===== src/peer_wire_message_deframer_defines.svh =====
// assertion helpers for the deframer core
// both expect clk and rst in scope
`ifndef PEER_WIRE_MESSAGE_DEFRAMER_DEFINES_SVH
`define PEER_WIRE_MESSAGE_DEFRAMER_DEFINES_SVH

// same-cycle implication
`define PWMD_ASSERT_IMP(lbl, ante, cons, msg) \
  lbl: assert property (@(posedge clk) disable iff (rst) (ante) |-> (cons)) \
    else $error(msg);

// next-cycle implication
`define PWMD_ASSERT_NXT(lbl, ante, cons, msg) \
  lbl: assert property (@(posedge clk) disable iff (rst) (ante) |=> (cons)) \
    else $error(msg);

`endif


===== src/pwmd_pkg.sv =====
`default_nettype none
package pwmd_pkg;

  localparam int MAX_BLOCK_LEN_DEF = 16384;
  localparam int MAX_PIECES_DEF    = 1048576;
  localparam int HS_FIELD_LEN      = 20;
  localparam int NUM_PIECES_W      = 21;
  localparam int OFFSET_W          = 18;

  // message types
  localparam logic [7:0] TYPE_CHOKE          = 8'd0;
  localparam logic [7:0] TYPE_UNCHOKE        = 8'd1;
  localparam logic [7:0] TYPE_INTERESTED     = 8'd2;
  localparam logic [7:0] TYPE_NOT_INTERESTED = 8'd3;
  localparam logic [7:0] TYPE_HAVE           = 8'd4;
  localparam logic [7:0] TYPE_BITFIELD       = 8'd5;
  localparam logic [7:0] TYPE_REQUEST        = 8'd6;
  localparam logic [7:0] TYPE_PIECE          = 8'd7;
  localparam logic [7:0] TYPE_CANCEL         = 8'd8;
  localparam logic [7:0] TYPE_MAX            = 8'd8;

  // fixed lengths
  localparam logic [31:0] LEN_SIMPLE  = 32'd1;
  localparam logic [31:0] LEN_HAVE    = 32'd5;
  localparam logic [31:0] LEN_REQUEST = 32'd13;
  localparam logic [31:0] LEN_PIECE_HDR_MSG = 32'd9;

  // error codes
  localparam logic [1:0] ERR_NONE   = 2'd0;
  localparam logic [1:0] ERR_PSTR   = 2'd1;
  localparam logic [1:0] ERR_TYPE   = 2'd2;
  localparam logic [1:0] ERR_LENGTH = 2'd3;

  typedef enum logic [6:0] {
    PH_PSTR      = 7'b0000001,
    PH_INFO_HASH = 7'b0000010,
    PH_PEER_ID   = 7'b0000100,
    PH_LENGTH    = 7'b0001000,
    PH_TYPE      = 7'b0010000,
    PH_PIECE_HDR = 7'b0100000,
    PH_BODY      = 7'b1000000
  } phase_t;

  typedef struct packed {
    logic [2:0]          phase;
    logic [7:0]          byte_out;
    logic [OFFSET_W-1:0] phase_offset;
    logic [7:0]          message_type;
    logic [31:0]         message_length;
    logic                keepalive;
    logic                word_ready;
    logic [31:0]         word_value;
    logic                handshake_done;
    logic                message_last;
    logic [1:0]          error_code;
  } result_t;

  function automatic logic [2:0] phase_code(input phase_t ph);
    logic [2:0] code;
    case (ph)
      PH_PSTR:      code = 3'd0;
      PH_INFO_HASH: code = 3'd1;
      PH_PEER_ID:   code = 3'd2;
      PH_LENGTH:    code = 3'd3;
      PH_TYPE:      code = 3'd4;
      PH_PIECE_HDR: code = 3'd5;
      PH_BODY:      code = 3'd6;
      default:      code = 3'd0;
    endcase
    return code;
  endfunction

  // protocol string: 0x13 then the protocol name
  function automatic logic [7:0] pstr_byte(input logic [4:0] idx);
    logic [7:0] c;
    case (idx)
      5'd0:    c = 8'h13;
      5'd1:    c = "B";
      5'd2:    c = "i";
      5'd3:    c = "t";
      5'd4:    c = "T";
      5'd5:    c = "o";
      5'd6:    c = "r";
      5'd7:    c = "r";
      5'd8:    c = "e";
      5'd9:    c = "n";
      5'd10:   c = "t";
      5'd11:   c = " ";
      5'd12:   c = "p";
      5'd13:   c = "r";
      5'd14:   c = "o";
      5'd15:   c = "t";
      5'd16:   c = "o";
      5'd17:   c = "c";
      5'd18:   c = "o";
      5'd19:   c = "l";
      default: c = 8'h00;
    endcase
    return c;
  endfunction

endpackage
`default_nettype wire


===== src/pwmd_cfg.sv =====
`default_nettype none
module pwmd_cfg
  import pwmd_pkg::*;
#(
  parameter int MAX_PIECES = MAX_PIECES_DEF
) (
  input  wire logic                     clk,
  input  wire logic                     rst,
  input  wire logic                     psel,
  input  wire logic                     penable,
  input  wire logic                     pwrite,
  input  wire logic [2:0]               paddr,
  input  wire logic [31:0]              pwdata,
  output logic      [31:0]              prdata,
  output logic                          pready,
  output logic      [31:0]              bitfield_len
);

  localparam logic CFG_IDX_NUM_PIECES = 1'b0;

  logic [NUM_PIECES_W-1:0] num_pieces;
  logic [31:0]             wr_count;
  logic [31:0]             clamped;
  logic                    wr_en;

  assign pready = 1'b1;
  assign wr_en  = psel && penable && pwrite && (paddr[2] == CFG_IDX_NUM_PIECES);

  // required bitfield length follows the count, worked out at write time
  always_comb begin
    wr_count = 32'(pwdata[NUM_PIECES_W-1:0]);
    clamped  = (wr_count > 32'(MAX_PIECES)) ? 32'(MAX_PIECES) : wr_count;
  end

  always_ff @(posedge clk) begin
    if (rst) begin
      num_pieces   <= '0;
      bitfield_len <= LEN_SIMPLE;
    end else if (wr_en) begin
      num_pieces   <= pwdata[NUM_PIECES_W-1:0];
      bitfield_len <= (clamped >> 3) + 32'(|clamped[2:0]) + LEN_SIMPLE;
    end
  end

  assign prdata = (paddr[2] == CFG_IDX_NUM_PIECES) ? 32'(num_pieces) : 32'd0;

endmodule
`default_nettype wire


===== src/pwmd_core.sv =====
`default_nettype none
`include "peer_wire_message_deframer_defines.svh"
module pwmd_core
  import pwmd_pkg::*;
#(
  parameter int MAX_BLOCK_LEN = MAX_BLOCK_LEN_DEF,
  parameter int COUNT_W       = 17
) (
  input  wire logic        clk,
  input  wire logic        rst,
  input  wire logic        in_valid,
  output logic             in_ready,
  input  wire logic [7:0]  rx_byte,
  input  wire logic        new_connection,
  input  wire logic [31:0] bitfield_len,
  input  wire logic        out_free,
  output logic             res_load,
  output result_t          res_next
);

  // input register
  logic       inq_valid;
  logic [7:0] inq_byte;
  logic       inq_new;

  // parse state
  phase_t             parse_phase;
  logic [COUNT_W-1:0] byte_counter;
  logic [31:0]        length_register;
  logic [7:0]         type_register;
  logic [31:0]        word_shift;
  logic               dead;

  // state as seen by this word, after a connection restart
  phase_t             cur_phase;
  logic [COUNT_W-1:0] cur_cnt;
  logic [31:0]        cur_len;
  logic [7:0]         cur_type;
  logic [31:0]        cur_shift;
  logic               cur_dead;

  phase_t             phase_next;
  logic [COUNT_W-1:0] byte_counter_next;
  logic [31:0]        length_register_next;
  logic [7:0]         type_register_next;
  logic [31:0]        word_shift_next;
  logic               dead_next;

  logic [31:0] shifted;
  logic [31:0] body_len;
  logic [31:0] cnt_plus;
  logic        len_ok;
  logic [1:0]  type_err;
  logic        fire;

  assign fire     = inq_valid && out_free;
  assign in_ready = !inq_valid || out_free;
  assign res_load = fire;

  always_comb begin
    cur_phase = inq_new ? PH_PSTR : parse_phase;
    cur_cnt   = inq_new ? '0      : byte_counter;
    cur_len   = inq_new ? '0      : length_register;
    cur_type  = inq_new ? '0      : type_register;
    cur_shift = inq_new ? '0      : word_shift;
    cur_dead  = inq_new ? 1'b0    : dead;

    shifted  = {cur_shift[23:0], inq_byte};
    cnt_plus = 32'(cur_cnt) + 32'd1;
    body_len = (cur_type == TYPE_PIECE) ? cur_len - LEN_PIECE_HDR_MSG
                                        : cur_len - LEN_SIMPLE;

    // allowed length for the incoming type byte
    case (inq_byte)
      TYPE_CHOKE, TYPE_UNCHOKE, TYPE_INTERESTED, TYPE_NOT_INTERESTED:
        len_ok = (cur_len == LEN_SIMPLE);
      TYPE_HAVE:                 len_ok = (cur_len == LEN_HAVE);
      TYPE_BITFIELD:             len_ok = (cur_len == bitfield_len);
      TYPE_REQUEST, TYPE_CANCEL: len_ok = (cur_len == LEN_REQUEST);
      TYPE_PIECE:                len_ok = (cur_len >= LEN_PIECE_HDR_MSG) &&
                                          (cur_len <= 32'(MAX_BLOCK_LEN) + LEN_PIECE_HDR_MSG);
      default:                   len_ok = 1'b0;
    endcase

    phase_next           = cur_phase;
    byte_counter_next    = cur_cnt;
    length_register_next = cur_len;
    type_register_next   = cur_type;
    word_shift_next      = cur_shift;
    dead_next            = cur_dead;

    type_err = (cur_type > TYPE_MAX) ? ERR_TYPE : ERR_LENGTH;

    res_next                = '0;
    res_next.phase          = phase_code(cur_phase);
    res_next.byte_out       = inq_byte;
    res_next.phase_offset   = OFFSET_W'(cur_cnt);

    if (cur_dead) begin
      res_next.error_code = (cur_phase == PH_PSTR) ? ERR_PSTR : type_err;
    end else begin
      case (cur_phase)
        PH_PSTR: begin
          if ((32'(cur_cnt) >= 32'(HS_FIELD_LEN)) ||
              (inq_byte != pstr_byte(cur_cnt[4:0]))) begin
            dead_next           = 1'b1;
            res_next.error_code = ERR_PSTR;
          end else if (32'(cur_cnt) == 32'(HS_FIELD_LEN - 1)) begin
            phase_next        = PH_INFO_HASH;
            byte_counter_next = '0;
          end else begin
            byte_counter_next = cur_cnt + 1'b1;
          end
        end
        PH_INFO_HASH, PH_PEER_ID: begin
          if (32'(cur_cnt) >= 32'(HS_FIELD_LEN - 1)) begin
            res_next.handshake_done = (cur_phase == PH_PEER_ID);
            phase_next        = (cur_phase == PH_PEER_ID) ? PH_LENGTH : PH_PEER_ID;
            byte_counter_next = '0;
          end else begin
            byte_counter_next = cur_cnt + 1'b1;
          end
        end
        PH_LENGTH: begin
          word_shift_next = shifted;
          if (32'(cur_cnt) >= 32'd3) begin
            length_register_next = shifted;
            byte_counter_next    = '0;
            if (shifted == 32'd0) begin
              res_next.keepalive = 1'b1;
            end else begin
              phase_next = PH_TYPE;
            end
          end else begin
            byte_counter_next = cur_cnt + 1'b1;
          end
        end
        PH_TYPE: begin
          type_register_next = inq_byte;
          byte_counter_next  = '0;
          if (!len_ok) begin
            dead_next           = 1'b1;
            res_next.error_code = (inq_byte > TYPE_MAX) ? ERR_TYPE : ERR_LENGTH;
          end else if (cur_len == LEN_SIMPLE) begin
            res_next.message_last = 1'b1;
            phase_next            = PH_LENGTH;
          end else if (inq_byte == TYPE_PIECE) begin
            phase_next = PH_PIECE_HDR;
          end else begin
            phase_next = PH_BODY;
          end
        end
        PH_PIECE_HDR: begin
          word_shift_next = shifted;
          if (cur_cnt[1:0] == 2'd3) begin
            res_next.word_ready = 1'b1;
            res_next.word_value = shifted;
          end
          if (32'(cur_cnt) >= 32'd7) begin
            byte_counter_next = '0;
            if (cur_len == LEN_PIECE_HDR_MSG) begin
              res_next.message_last = 1'b1;
              phase_next            = PH_LENGTH;
            end else begin
              phase_next = PH_BODY;
            end
          end else begin
            byte_counter_next = cur_cnt + 1'b1;
          end
        end
        PH_BODY: begin
          word_shift_next = shifted;
          if ((cur_cnt[1:0] == 2'd3) &&
              (cur_type == TYPE_HAVE || cur_type == TYPE_REQUEST ||
               cur_type == TYPE_CANCEL)) begin
            res_next.word_ready = 1'b1;
            res_next.word_value = shifted;
          end
          if (cnt_plus >= body_len) begin
            res_next.message_last = 1'b1;
            phase_next            = PH_LENGTH;
            byte_counter_next     = '0;
          end else begin
            byte_counter_next = cur_cnt + 1'b1;
          end
        end
        default: begin
          phase_next        = PH_PSTR;
          byte_counter_next = '0;
        end
      endcase
    end

    res_next.message_type   = type_register_next;
    res_next.message_length = length_register_next;
  end

  always_ff @(posedge clk) begin
    if (rst) begin
      inq_valid       <= 1'b0;
      parse_phase     <= PH_PSTR;
      byte_counter    <= '0;
      length_register <= '0;
      type_register   <= '0;
      word_shift      <= '0;
      dead            <= 1'b0;
    end else begin
      if (in_ready) begin
        inq_valid <= in_valid;
      end
      if (fire) begin
        parse_phase     <= phase_next;
        byte_counter    <= byte_counter_next;
        length_register <= length_register_next;
        type_register   <= type_register_next;
        word_shift      <= word_shift_next;
        dead            <= dead_next;
      end
    end
  end

  always_ff @(posedge clk) begin
    if (in_valid && in_ready) begin
      inq_byte <= rx_byte;
      inq_new  <= new_connection;
    end
  end

  `PWMD_ASSERT_NXT(a_dead_freezes, fire && dead && !inq_new,
    $stable(parse_phase) && $stable(byte_counter) && $stable(length_register),
    "parse state moved while in error")
  `PWMD_ASSERT_IMP(a_err_no_flags, fire && res_next.error_code != ERR_NONE,
    !res_next.keepalive && !res_next.word_ready && !res_next.message_last &&
    !res_next.handshake_done,
    "flag raised alongside an error")
  `PWMD_ASSERT_IMP(a_word_in_msg, fire && res_next.word_ready,
    res_next.phase == phase_code(PH_PIECE_HDR) || res_next.phase == phase_code(PH_BODY),
    "word completed outside a message body")
  `PWMD_ASSERT_IMP(a_keepalive_len, fire && res_next.keepalive,
    res_next.message_length == 32'd0 && res_next.phase == phase_code(PH_LENGTH),
    "keepalive with nonzero length")

endmodule
`default_nettype wire


===== src/pwmd_out.sv =====
`default_nettype none
module pwmd_out
  import pwmd_pkg::*;
(
  input  wire logic    clk,
  input  wire logic    rst,
  input  wire logic    res_load,
  input  wire result_t res_next,
  output logic         out_free,
  output logic         out_valid,
  input  wire logic    out_ready,
  output result_t      res
);

  assign out_free = !out_valid || out_ready;

  always_ff @(posedge clk) begin
    if (rst) begin
      out_valid <= 1'b0;
    end else if (out_free) begin
      out_valid <= res_load;
    end
  end

  always_ff @(posedge clk) begin
    if (res_load) begin
      res <= res_next;
    end
  end

endmodule
`default_nettype wire


===== src/peer_wire_message_deframer.sv =====
// an accepted word goes to the input register, its result word then to the result register
// throughput: one word per cycle unless out_ready stalls; parse state loop is unpipelined
// reset: synchronous active-high rst empties both registers and returns parsing to
//   the protocol string with no error; the piece total resets to zero
// new_connection on a word restarts parsing before that word, the piece total is kept
`default_nettype none
module peer_wire_message_deframer
  import pwmd_pkg::*;
#(
  parameter int MAX_BLOCK_LEN = MAX_BLOCK_LEN_DEF,
  parameter int MAX_PIECES    = MAX_PIECES_DEF
) (
  input  wire logic        clk,
  input  wire logic        rst,
  // configuration port
  input  wire logic        psel,
  input  wire logic        penable,
  input  wire logic        pwrite,
  input  wire logic [2:0]  paddr,
  input  wire logic [31:0] pwdata,
  output logic      [31:0] prdata,
  output logic             pready,
  // received bytes
  input  wire logic        in_valid,
  output logic             in_ready,
  input  wire logic [7:0]  rx_byte,
  input  wire logic        new_connection,
  // per-byte results
  output logic             out_valid,
  input  wire logic        out_ready,
  output logic [2:0]       phase,
  output logic [7:0]       byte_out,
  output logic [17:0]      phase_offset,
  output logic [7:0]       message_type,
  output logic [31:0]      message_length,
  output logic             keepalive,
  output logic             word_ready,
  output logic [31:0]      word_value,
  output logic             handshake_done,
  output logic             message_last,
  output logic [1:0]       error_code
);

  // longest body the counter has to walk: a full block or the largest bitfield
  localparam int MAX_BITFIELD = (MAX_PIECES + 7) / 8;
  localparam int MAX_BODY     = (MAX_BLOCK_LEN > MAX_BITFIELD) ? MAX_BLOCK_LEN : MAX_BITFIELD;
  // at least five bits so the handshake fields can be counted
  localparam int COUNT_W      = ($clog2(MAX_BODY) > 5) ? $clog2(MAX_BODY) : 5;

  logic [31:0] bitfield_len;
  logic        out_free;
  logic        res_load;
  result_t     res_next;
  result_t     res;

  // register block, also precomputes the required bitfield length
  pwmd_cfg #(
    .MAX_PIECES (MAX_PIECES)
  ) u_cfg (
    .clk          (clk),
    .rst          (rst),
    .psel         (psel),
    .penable      (penable),
    .pwrite       (pwrite),
    .paddr        (paddr),
    .pwdata       (pwdata),
    .prdata       (prdata),
    .pready       (pready),
    .bitfield_len (bitfield_len)
  );

  // input register, parse state and the per-byte decision logic
  pwmd_core #(
    .MAX_BLOCK_LEN (MAX_BLOCK_LEN),
    .COUNT_W       (COUNT_W)
  ) u_core (
    .clk            (clk),
    .rst            (rst),
    .in_valid       (in_valid),
    .in_ready       (in_ready),
    .rx_byte        (rx_byte),
    .new_connection (new_connection),
    .bitfield_len   (bitfield_len),
    .out_free       (out_free),
    .res_load       (res_load),
    .res_next       (res_next)
  );

  // result register; frees itself when the consumer takes the word
  pwmd_out u_out (
    .clk       (clk),
    .rst       (rst),
    .res_load  (res_load),
    .res_next  (res_next),
    .out_free  (out_free),
    .out_valid (out_valid),
    .out_ready (out_ready),
    .res       (res)
  );

  // unpack the result word onto its ports
  assign phase          = res.phase;
  assign byte_out       = res.byte_out;
  assign phase_offset   = res.phase_offset;
  assign message_type   = res.message_type;
  assign message_length = res.message_length;
  assign keepalive      = res.keepalive;
  assign word_ready     = res.word_ready;
  assign word_value     = res.word_value;
  assign handshake_done = res.handshake_done;
  assign message_last   = res.message_last;
  assign error_code     = res.error_code;

endmodule
`default_nettype wire

===== config.mk =====
export PLATFORM = sky130hd
export DESIGN_NAME = peer_wire_message_deframer
export DESIGN_NICKNAME = d
export VERILOG_FILES = /design/src/pwmd_pkg.sv /design/src/pwmd_cfg.sv /design/src/pwmd_core.sv /design/src/pwmd_out.sv /design/src/peer_wire_message_deframer.sv
export VERILOG_INCLUDE_DIRS = /design/src /design/src/src
export SDC_FILE = /design/constraint.sdc
export NUM_CORES = 1
export LEC_CHECK = 0
export ABC_AREA = 0
export BUFFER_PORTS_ARGS = -buffer_cell sky130_fd_sc_hd__buf_2
export CORE_MARGIN = 10
export CORE_UTILIZATION = 51
export CTS_BUF_LIST = sky130_fd_sc_hd__clkbuf_8
export DETAILED_ROUTE_END_ITERATION = 6
export GPL_ROUTABILITY_DRIVEN = 1
export PLACE_DENSITY = 0.78
export SYNTH_ARGS = -nofsm -noshare
export SYNTH_HDL_FRONTEND = slang
export SYNTH_SLANG_ARGS = --single-unit

===== constraint.sdc =====
create_clock -name clk -period 6.8 [get_ports clk]
set_clock_uncertainty 0.1 [all_clocks]
set_input_delay 0.68 -clock clk [delete_from_list [all_inputs] [get_ports clk]]
set_output_delay 0.68 -clock clk [all_outputs]
set_load 0.01 [all_outputs]

Word level (Yosys, flattened, before mapping)
Memory sizes are Yosys's and may differ from the RTL's.
Index checks and enable logic that the tools add are counted.
W data, S select, Z words.
{"block": "op_classes", "magnitude_cmp": 10, "bitwise": 5, "muxes": 63, "reduce_logical": 23, "n_addsub": 6, "n_eq_ne": 27}
{"op": "$mux W32", "count": 8}
{"op": "$mux W17", "count": 8}
{"op": "$mux W7", "count": 13}
{"op": "$pmux W17 S5", "count": 1}
{"op": "$mux W33", "count": 2}
{"op": "$pmux W33 S2", "count": 1}
{"op": "$eq A32 B4 Y1 const B", "count": 2}
{"op": "$eq A8 B3 Y1 const B", "count": 7}
{"op": "$mux W21", "count": 2}
{"op": "$pmux W7 S6", "count": 1}
{"op": "$mux W8", "count": 5}
{"op": "$ge A17 B5 Y1 const B", "count": 2}
{"op": "$add A32 B1 Y32 const B", "count": 1}
{"op": "$eq A32 B1 Y1 const B", "count": 1}
{"op": "$eq A32 B3 Y1 const B", "count": 1}
{"op": "$eq A32 B32 Y1", "count": 1}
{"op": "$ge A32 B32 Y1", "count": 1}
{"op": "$ge A32 B4 Y1 const B", "count": 1}
{"op": "$le A32 B15 Y1 const B", "count": 1}
{"op": "$logic_not A32 Y1", "count": 1}
{"op": "$sub A32 B1 Y32 const B", "count": 1}
{"op": "$sub A32 B4 Y32 const B", "count": 1}
{"op": "$add A29 B1 Y30", "count": 1}
{"op": "$gt A21 B21 Y1 const B", "count": 1}
{"op": "other kinds (34)", "count": 70}
{"block": "word_totals", "memories": 1, "wordCells": 158, "inputBits": 51, "mem_bits_ro": 224, "reg_bits": 267}
{"name": "(name not given)", "depth": 32, "word_bits": 7, "read_ports": 1, "rd_clocked_by_memory_dff": 0, "wr": 0, "line_no": "pwmd_pkg.sv:76", "rtl": "case (idx)"}

Depth between registers and ports, before layout
{"block": "depth", "ltp_word": 9, "ltp_mapped": 27, "depth_no_buf": 21}

Modules after synthesis
A second synthesis with hierarchy kept.
{"block": "unflattened", "cells_unflattened": 1576, "area_unflattened_um2": 13949.6}
{"mod": "pwmd_core", "n_inst": 1, "seq_area_each_um2": 2072.0, "cells_each": 1189, "area_each_um2": 8552.0}
{"mod": "pwmd_out", "n_inst": 1, "seq_area_each_um2": 3233.1, "cells_each": 111, "area_each_um2": 3259.4}
{"mod": "pwmd_cfg", "n_inst": 1, "seq_area_each_um2": 800.8, "cells_each": 276, "area_each_um2": 2138.3}

Least setup slack after synthesis
OpenSTA, ideal clock, no wires.
{"block": "synth_timing", "path_type": "reg-to-reg", "from": "register u_core.inq_new", "to": "register u_core.byte_counter[3]", "arrival_ps": 5470, "path_stages_with_launch": 27, "required_time_ps": 6568, "period_less_slack_ps": 5702, "n_path_buf": 7, "path_slack_ps": 1098, "cell_sequence": "edfxtp_1 buf_2 buf_1 buf_1 clkbuf_1 clkbuf_1 clkbuf_1 nor2_1 ha_1 and3b_1 nand4_1 nor2_1 and3_1 nand3_1 nor2_1 xor2_1 ha_1 nand4_1 nor3_1 a32oi_1 a211oi_1 nand4_1 nor4_4 o21bai_2 buf_6 o2111ai_1 o211ai_1"}
{"item": "from (decl)", "line_no": "pwmd_core.sv:24", "rtl": "logic inq_new;"}
{"item": "from (signal assigned)", "line_no": "pwmd_core.sv:225", "rtl": "inq_new <= new_connection;"}
{"item": "to (signal assigned)", "line_no": "pwmd_core.sv:213", "rtl": "byte_counter <= byte_counter_next;"}
{"item": "to (decl)", "line_no": "pwmd_core.sv:28", "rtl": "logic [COUNT_W-1:0] byte_counter;"}

Worst setup path in the final report
{"block": "layout_timing", "from": "register u_core.inq_new", "to": "register u_core.parse_phase[1]"}
{"block": "layout_between", "elab_chain_len": 9}
{"item": "branches (longest 8 deep; another with $sub A32 B1 Y32)"}
{"item": "$mux W7 *", "line_no": "pwmd_core.sv:99", "rtl": "if (cur_dead) begin"}
{"item": "to (signal assigned)", "line_no": "pwmd_core.sv:212", "rtl": "parse_phase <= phase_next;"}
{"item": "to (decl)", "line_no": "pwmd_core.sv:27", "rtl": "phase_t parse_phase;"}
Every way passes the cells marked *. The select of a mux whose other input is x is not followed.
A chain may end at the register's enable or synchronous reset.

==> impl_metrics.env <==
export IMPL_hold_path_class="in2reg"
export IMPL_grt_usage=0.245
export IMPL_crit_path_top_delay_cell="sky130_fd_sc_hd__edfxtp_1"
export IMPL_dp_cells=2089
export IMPL_synth_top_family_by_area="simple AND/OR/NAND/NOR gates"
export IMPL_crit_path_max_fanout=12
export IMPL_routed_wl_met2_um=20500
export IMPL_timing_setup_critical_path_class="reg2reg"
export IMPL_via_per_inst=6.14
export IMPL_overflow=0
export IMPL_final_cell_count_no_fill=2165
export IMPL_power_density_nw_per_um2=201
export IMPL_finalNetCount=1843
export IMPL_antenna_cells_inserted=0
export IMPL_routed_wirelength_um=44900
export IMPL_critPathCaptureType="flop"
export IMPL_vias_in_the_first_global_route=12578
export IMPL_crit_path_start_kind="flop"
export IMPL_final_common_cell="sky130_fd_sc_hd__nand2_1"
export IMPL_cts_sink_count=247
export IMPL_port_buffers=166
export IMPL_synth_xor_area_share=0.0365
export IMPL_fin_crit_sh=0.859
export IMPL_max_cap_violations=0
export IMPL_hold_bufs_inserted_after_cts=0
export IMPL_layout_filler_cells=2429
export IMPL_die_width_um=187
export IMPL_hold_violation_total_from_the_final_report=0
export IMPL_synth_simple_area_share=0.263
export IMPL_timing_critical_path_slowest_cell_delay_ns=0.62
export IMPL_core_um2=27100
export IMPL_cts_htree_levels=2
export IMPL_post_synth_mux_area_share=0.00371
export IMPL_rsz0062_at_grt="false"
export IMPL_arithmetic_cell_share_of_the_synthesized_area_counting_full_adders_half_adders_and_majority_gates=0.0274
export IMPL_ff_latch_area_um2=6100
export IMPL_layout_stage_area_growth_over_the_synthesis_result_pct=13.1
export IMPL_detail_route_first_pass_iterations=6
export IMPL_area_of_the_multi_input_gates_um2=7460
export IMPL_ys_types=86
export IMPL_fp_dieArea_um2=34800
export IMPL_drive_gt1_frac=0.165
export IMPL_period_minus_slack_ns=5.84
export IMPL_status="finished, final reports clean"
export IMPL_worstSkewPairLatency_ns=0.57
export IMPL_slew_violations=0
export IMPL_tritoncts="built"
export IMPL_p_leak_nw=6.01
export IMPL_worst_slew_margin_rel=0.203
export IMPL_post_synth_cell_area_avg_um2=8.65
export IMPL_detail_route_wl_per_cell_um=20.7
export IMPL_timing_final_setup_violations=0
export IMPL_yosysWarnings=0
export IMPL_synth_cells=1636
export IMPL_final_hold_worst_slack_ns=0.189
export IMPL_synth_seq_area_share=0.431
export IMPL_wirelength_met1_um=18900
export IMPL_number_of_antenna_violations_at_the_first_check_in_global_routing=0
export IMPL_synth_enable_flop_cells=115
export IMPL_clock_fmax_mhz=171
export IMPL_numCtsBuffers=42
export IMPL_detailroute_via_count=13294
export IMPL_timing_critical_path_required_ns=7.14
export IMPL_drc_errors=0
export IMPL_clock_tree_root_cell="sky130_fd_sc_hd__clkbuf_8"
export IMPL_initial_utilization=0.522
export IMPL_ir_worst_vdd_uv=167
export IMPL_synth_ff_latch_count=247
export IMPL_synth_flop_cell="sky130_fd_sc_hd__dfxtp_1"
export IMPL_pin_count=193
export IMPL_cp_common_cell="sky130_fd_sc_hd__nor2_1"
export IMPL_grt_start_max_net_pins=72
export IMPL_synthesis_area_um2=14100
export IMPL_wl_met3_um=4540
export IMPL_final_cell_mix="196 x sky130_fd_sc_hd__nand2_1, 181 x sky130_fd_sc_hd__nor2_1, 165 x sky130_fd_sc_hd__buf_2"
export IMPL_post_cts_resized=0
export IMPL_top_signal_layer_used="met4"
export IMPL_detail_route_iter0_violations=1426
export IMPL_timing_worst_slew_pin_value_ns=1.18
export IMPL_die_y_um=187
export IMPL_synth_compound_area_frac=0.193
export IMPL_placement_rows=60
export IMPL_gp_congestion=0.960
export IMPL_final_setup_tns_ns=0
export IMPL_crit_chain="nor2b_1, and4_1, and3_1, nand3_1, nor2_1, nand3_1, nor2_1, xor2_1, ha_1, nand4_1, nor3_1, a32oi_1, a211oi_1, nand4_1, nor4_4, buf_4, nor2_1, nor4_1, o21ai_1"
export IMPL_ant_nets=0
export IMPL_post_dp_hpwl_um=32300
export IMPL_ctsLongestPathBuffers=3
export IMPL_synthArstFlopShare=0
export IMPL_postCtsSetupBuffers=0
export IMPL_cts_clk_slew_worst_paths_ns=0.06
export IMPL_grt_pass1_wl_um=70700
export IMPL_critPathArrivalTime_ns=6.18
export IMPL_final_core_utilization=0.590
-- synth_stat cells, types with 47 or more instances --
library cell / count / area share
sky130_fd_sc_hd__nand2_1: 196 / 0.052
sky130_fd_sc_hd__nor2_1: 182 / 0.048
sky130_fd_sc_hd__dfxtp_1: 132 / 0.19
sky130_fd_sc_hd__a21oi_1: 115 / 0.041
sky130_fd_sc_hd__edfxtp_1: 115 / 0.24
sky130_fd_sc_hd__clkbuf_1: 97 / 0.026
sky130_fd_sc_hd__o21ai_0: 57 / 0.020
sky130_fd_sc_hd__a22oi_1: 53 / 0.028
sky130_fd_sc_hd__nor2b_1: 51 / 0.023
sky130_fd_sc_hd__nor3_1: 47 / 0.017
-- kinds of logic (layout without fill, tap and decap cells) --
logic type                 Yosys count  in the layout
AOI/OAI and AO/OA                  404            404
other                                2             13
DFF                                247            247
buffers and inverters              154            300
and+or+nand+nor                    735            735
muxes                                4              4
xor gates and xnor gates            59             59
adders and majority gates           31             31
-- registers in the layout (all words and copies together), names as in the netlist, 7 cells and up --
signal,count
u_out.res,106
u_core.length_register,32
u_core.word_shift,24
u_cfg.num_pieces,21
u_cfg.bitfield_len,20
u_core.byte_counter,17
u_core.inq_byte,8
u_core.type_register,8
u_core.parse_phase,7
-- report_power, final --
group | internal [mW] | total (mW) | switching, mW | leakage (nW)
combinational | 0.0988 | 0.299 | 0.201 | 3.41
sequential | 1.60 | 1.63 | 0.0371 | 2.14
clock | 0.667 | 1.29 | 0.623 | 0.462
total | 2.36 | 3.22 | 0.860 | 6.01
-- layer usage --
layer  GRT usage  vias up
li1            -     6239
met4      0.0589        0
met5           0        -
met1       0.324     6273
met3      0.0613       99
met2       0.392      683
-- final timing paths --
check	start	endpoint	slack (ns)	cells past startpoint
max reg2reg	u_core.inq_new$_DFFE_PP_	u_core.parse_phase[1]$_SDFFE_PP0P_	0.96	19
min	new_connection	u_core.inq_new$_DFFE_PP_	0.19	1
max	u_core.inq_new$_DFFE_PP_	u_core.parse_phase[1]$_SDFFE_PP0P_	0.96	19
min reg2reg	u_cfg.num_pieces[19]$_SDFFE_PP0P_	u_cfg.num_pieces[19]$_SDFFE_PP0P_	0.35	2
-- metrics by stage --
step / instance area, um^2 / worst slack, ns / power (mW)
after global placement: 15200 / 1.16 / 1.96
after global routing: 16000 / 0.423 / 3.35
after floorplan: 14200 / 1.10 / 1.85
final: 16000 / 0.959 / 3.22
after CTS: 16000 / 0.990 / 3.24
after detailed placement: 15200 / 1.03 / 1.96
-- worst max-delay path, delay by kind of cell (launching register included) --
kind / cells / cell delay, ns
compound gates: 3 / 0.64
xor+xnor: 1 / 0.12
fa+ha+maj: 1 / 0.32
buf+inv: 1 / 0.19
flops: 1 / 0.62
simple gates: 13 / 3.71
-- layout make-up --
| cell class | count | share of cell area |
|---|---|---|
| inverters | 27 | 0.00649 |
| clock buffers | 49 | 0.0421 |
| clock inverters | 27 | 0.00868 |
| well taps | 372 | 0.0291 |
| multi-input cells | 1246 | 0.466 |
| repair buffers | 197 | 0.0666 |
| flip-flops and latches | 247 | 0.381 |
Power figures use the tool's default switching activity.
